File: src/design/nra_rule_mem.sv
// Rule memory: patterns and owners, synchronous, registered reads.
module nra_rule_mem #(
    parameter int SLOTS = 16,
    parameter int SW    = 4,
    parameter int PW    = 7
) (
    input  logic          i_clk,
    input  logic          i_we,
    input  logic [PW-1:0] i_waddr,
    input  logic [23:0]   i_wpat,
    input  logic [SW-1:0] i_wslot,
    input  logic [7:0]    i_wown,
    input  logic [PW-1:0] i_raddr,
    input  logic [SW-1:0] i_rslot,
    output logic [23:0]   o_pat,
    output logic [7:0]    o_own
);
    logic [23:0] r_pat [SLOTS*6];
    logic [7:0]  r_own [SLOTS];
    always_ff @(posedge i_clk) begin
        if (i_we) begin
            r_pat[i_waddr] <= i_wpat;
            r_own[i_wslot] <= i_wown;
        end
        o_pat <= r_pat[i_raddr];
        o_own <= r_own[i_rslot];
    end
endmodule

File: config.mk
export PLATFORM = sky130hd
export DESIGN_NAME = nra_rule_mem
export DESIGN_NICKNAME = d
export VERILOG_FILES = /design/src/design/nra_rule_mem.sv
export SDC_FILE = /design/constraint.sdc
export NUM_CORES = 2
export LEC_CHECK = 0
export ABC_AREA = 1
export BUFFER_PORTS_ARGS = -buffer_cell sky130_fd_sc_hd__buf_2
export CELL_PAD_IN_SITES_DETAIL_PLACEMENT = 0
export CELL_PAD_IN_SITES_GLOBAL_PLACEMENT = 1
export CORE_MARGIN = 5
export CORE_UTILIZATION = 28
export DETAILED_ROUTE_END_ITERATION = 10
export GPL_TIMING_DRIVEN = 0
export MAX_ROUTING_LAYER = met4
export PLACE_DENSITY = 0.58
export SLEW_MARGIN = 5
export SYNTH_ARGS = -nofsm -noshare
export SYNTH_HDL_FRONTEND = slang
export SYNTH_SLANG_ARGS = --single-unit
export TNS_END_PERCENT = 50
File: constraint.sdc
create_clock -name i_clk -period 7.95 [get_ports i_clk]
set_clock_uncertainty 0.15 [all_clocks]
set_input_delay 1.59 -clock i_clk [delete_from_list [all_inputs] [get_ports i_clk]]
set_output_delay 1.59 -clock i_clk [all_outputs]
set_load 0.05 [all_outputs]
==> results.json <==
{
  "layout.area.seq_um2": 73700,
  "gp_congestion": 0.974,
  "crit_required_ns": 8.61,
  "rr_startpoint": "r_pat[3][2]",
  "top_usage_layer": "met2",
  "crit_fanout": 10,
  "start_util": 0.281,
  "multi_input_area_um2": 22800,
  "endpoint": "o_pat[18]",
  "cts_resized": 0,
  "cts_tree": "yes",
  "p_leak_nw": 41.2,
  "hold_class": "flip-flop to flip-flop",
  "endpoint_kind": "flip-flop",
  "reg2reg_to": "o_pat[2]",
  "layout_setup_ws_ns": 2.74,
  "hold_buffers": 0,
  "violations": "max-capacitance violations, max-slew violations",
  "rr_worst_depth": 10,
  "grt_max_degree": 81,
  "grt_use_total": 0.245,
  "drive_gt1_frac": 0.112,
  "pin_count": 88,
  "syn_area_per_cell_um2": 12.1,
  "final_cells": 13700,
  "power_mw": 29.6,
  "ys_seq_area_frac": 0.745,
  "cts-root-buf": "clkbuf_16",
  "drc": 0,
  "fin_util": 0.336,
  "final-setup-viol-count": 0,
  "synthTopCellsByArea": "edfxtp_1 74%, nand2_1 9.6%, nand3_1 7.3%",
  "met3_usage": 0.0436,
  "first_global_vias": 66700,
  "synth_cell_types": 28,
  "dp_cells": 13100,
  "synthAdderAreaFrac": 0,
  "pre_cts_slack_ns": 1.97,
  "worst_pin_slew_ns": 1.54,
  "worst_ep_arrival_time_ns": 5.87,
  "fin_nets": 8731,
  "synth_compound_area_frac": 0.0347,
  "max_freq_ghz": 0.192,
  "firstDrtPassIters": 6,
  "rsz0062_at_grt": "false",
  "fp.dieW_um": 604,
  "grt_pass1_wl_mm": 594,
  "rows": 218,
  "cap_violations": 2,
  "ys_warn_count": 0,
  "ys_ff_latch": 2464,
  "fin_crit_ns": 5.21,
  "synth_top_area_frac": 0.739,
  "hold_viol_final": 0,
  "ant_nets": 0,
  "die_h_um": 604,
  "outcome": "finished, violations left",
  "vias": 72000,
  "worstSetupStartpoint": "i_raddr[2]",
  "drt_iter0_markers": 11300,
  "cts.clk_slew.worst_paths_ns": 0.06,
  "synthCells": 8143,
  "routed_wirelength_mm": 450,
  "grtUsageMet1": 0.327,
  "dieArea_um2": 365000,
  "post-route-period-util": 0.655,
  "reg2reg_slack_ns": 5.34,
  "met2_usage": 0.369,
  "areaGrowthSynthToFinish_pct": 19.8,
  "ir_worst_vdd_v": 0.000160,
  "htreeDepth": 5,
  "muxShareOfSynthArea": 0.00324,
  "core_region_area_um2": 352000,
  "fill_cells": 34700,
  "slew_viol_final": 21,
  "wl_per_cell_um": 32.9,
  "insertion_delay_ns": 0.95,
  "hpwl_mm": 316,
  "synth_top_family_by_area": "simple AND/OR/NAND/NOR gates",
  "synth_area_um2": 98900,
  "worst_setup_path_start_kind": "input pin",
  "synthSimpleGateAreaFrac": 0.185,
  "synth_nets": 8199,
  "finalSetupTns_ns": 0,
  "cts_sinks": 2464,
  "cts_buffer_depth": 4,
  "portBuffers": 76,
  "grt_overflow": 0,
  "numCtsBuffers": 286,
  "synth_top_area_cell": "edfxtp_1",
  "relSlewSlack": -0.0247,
  "avgViaCountPerCell": 5.27,
  "powerDensity_nw_per_um2": 250,
  "crit_type": "input pin to flip-flop",
  "synthXorXnorAreaFrac": 0,
  "post_cts.repair.setup_buffers": 0,
  "antenna_found_initial": 50
}
==> metrics by stage <==
| stage | instance area [um2] | hold WS [ns] |
|---|---|---|
| after detailed placement | 109000 | 0.472 |
| after CTS | 118000 | 0.494 |
| after global routing | 118000 | 0.551 |
| after floorplan | 98900 | 0.411 |
| after global placement | 105000 | 0.493 |
| final | 118000 | 0.497 |
==> Yosys cell counts, drive strengths merged <==
cell type     n
o211ai       35
nor2        392
edfxtp     2432
nand4         5
nand3      1445
dfxtp        32
o221ai        3
nor4          5
o22ai       124
buf         310
o21ai       357
o31ai         9
nand2      2528
clkbuf      223
nor3          7
clkinv        2
mux2i        32
a21oi       102
inv         100
==> power breakdown <==
group / switching, mW / leakage (nW) / internal, mW
sequential: 0.0200 / 22.1 / 14.4
combinational: 1.88 / 14.6 / 0.474
clock: 5.61 / 4.39 / 7.29
==> logic make-up (layout without fill, tap and decap cells) <==
family / Yosys count / after routing
simple gates: 4382 / 4382
buf+inv: 635 / 1393
compound gates: 630 / 630
flops: 2464 / 2464
other cells: 0 / 25
mux: 32 / 32
==> layout make-up <==
| class | instances | share of cell area |
|---|---|---|
| flip-flops and latches | 2464 | 0.622 |
| clock inverters | 155 | 0.0117 |
| clock buffers | 359 | 0.0644 |
| plain buffers | 533 | 0.0234 |
| inverters | 102 | 0.00325 |
| diodes | 25 | 0.000528 |
| repair buffers | 244 | 0.0323 |
| multi-input cells | 5044 | 0.192 |
| well taps | 4730 | 0.0500 |
==> layer usage <==
layer | vias to the layer above | part of all wire
met2 | 4315 | 0.45
met3 | 857 | 0.099
met4 | 0 | 0.050
met1 | 36800 | 0.40
li1 | 30100 | -
met5 | - | 0
==> worst max-delay path, cell delays in order <==
cell and delay (ns):
clkbuf_1 0.26, clkinv_1 0.32, clkbuf_1 1.09, clkbuf_1 1.05, nand3_1 0.17, nand2_1 0.15, nand2_1 0.10, nand2_1 0.14
nand2_1 0.09, nand3_1 0.19, nand3_1 0.27, nand2_1 0.38
==> sequential cells by signal, indices dropped and copies added, names as in the netlist <==
signal,flops
r_pat,2304
r_own,128
o_pat,24
o_own,8
==> layout by cell type (no fill, tap or decap), types with 35 or more instances in the layout <==
cell / n
buf_2: 196
buf_12: 97
clkinv_2: 47
buf_4: 77
edfxtp_1: 2432
o22ai_1: 124
nor2_4: 91
a21oi_1: 102
buf_6: 73
buf_16: 42
nand2_1: 2528
buf_1: 68
o211ai_1: 35
nand3_1: 1445
clkbuf_16: 293
nor2_1: 301
inv_1: 97
clkbuf_1: 278
o21ai_0: 342
clkinv_1: 55
==> how the worst min path moves through the flow <==
stage                      from  endpoint  slack [ns]  cells past startpoint
floorplan           r_own[8][0]  o_own[0]        0.41                      4
global placement    r_own[4][2]  o_own[2]        0.49                      4
detailed placement  r_own[4][2]  o_own[2]        0.47                      4
CTS                 r_own[4][2]  o_own[2]        0.49                      4
global route        r_own[4][2]  o_own[2]        0.55                      4
finish              r_own[4][2]  o_own[2]        0.50                      4
Power figures use the tool's default switching activity.
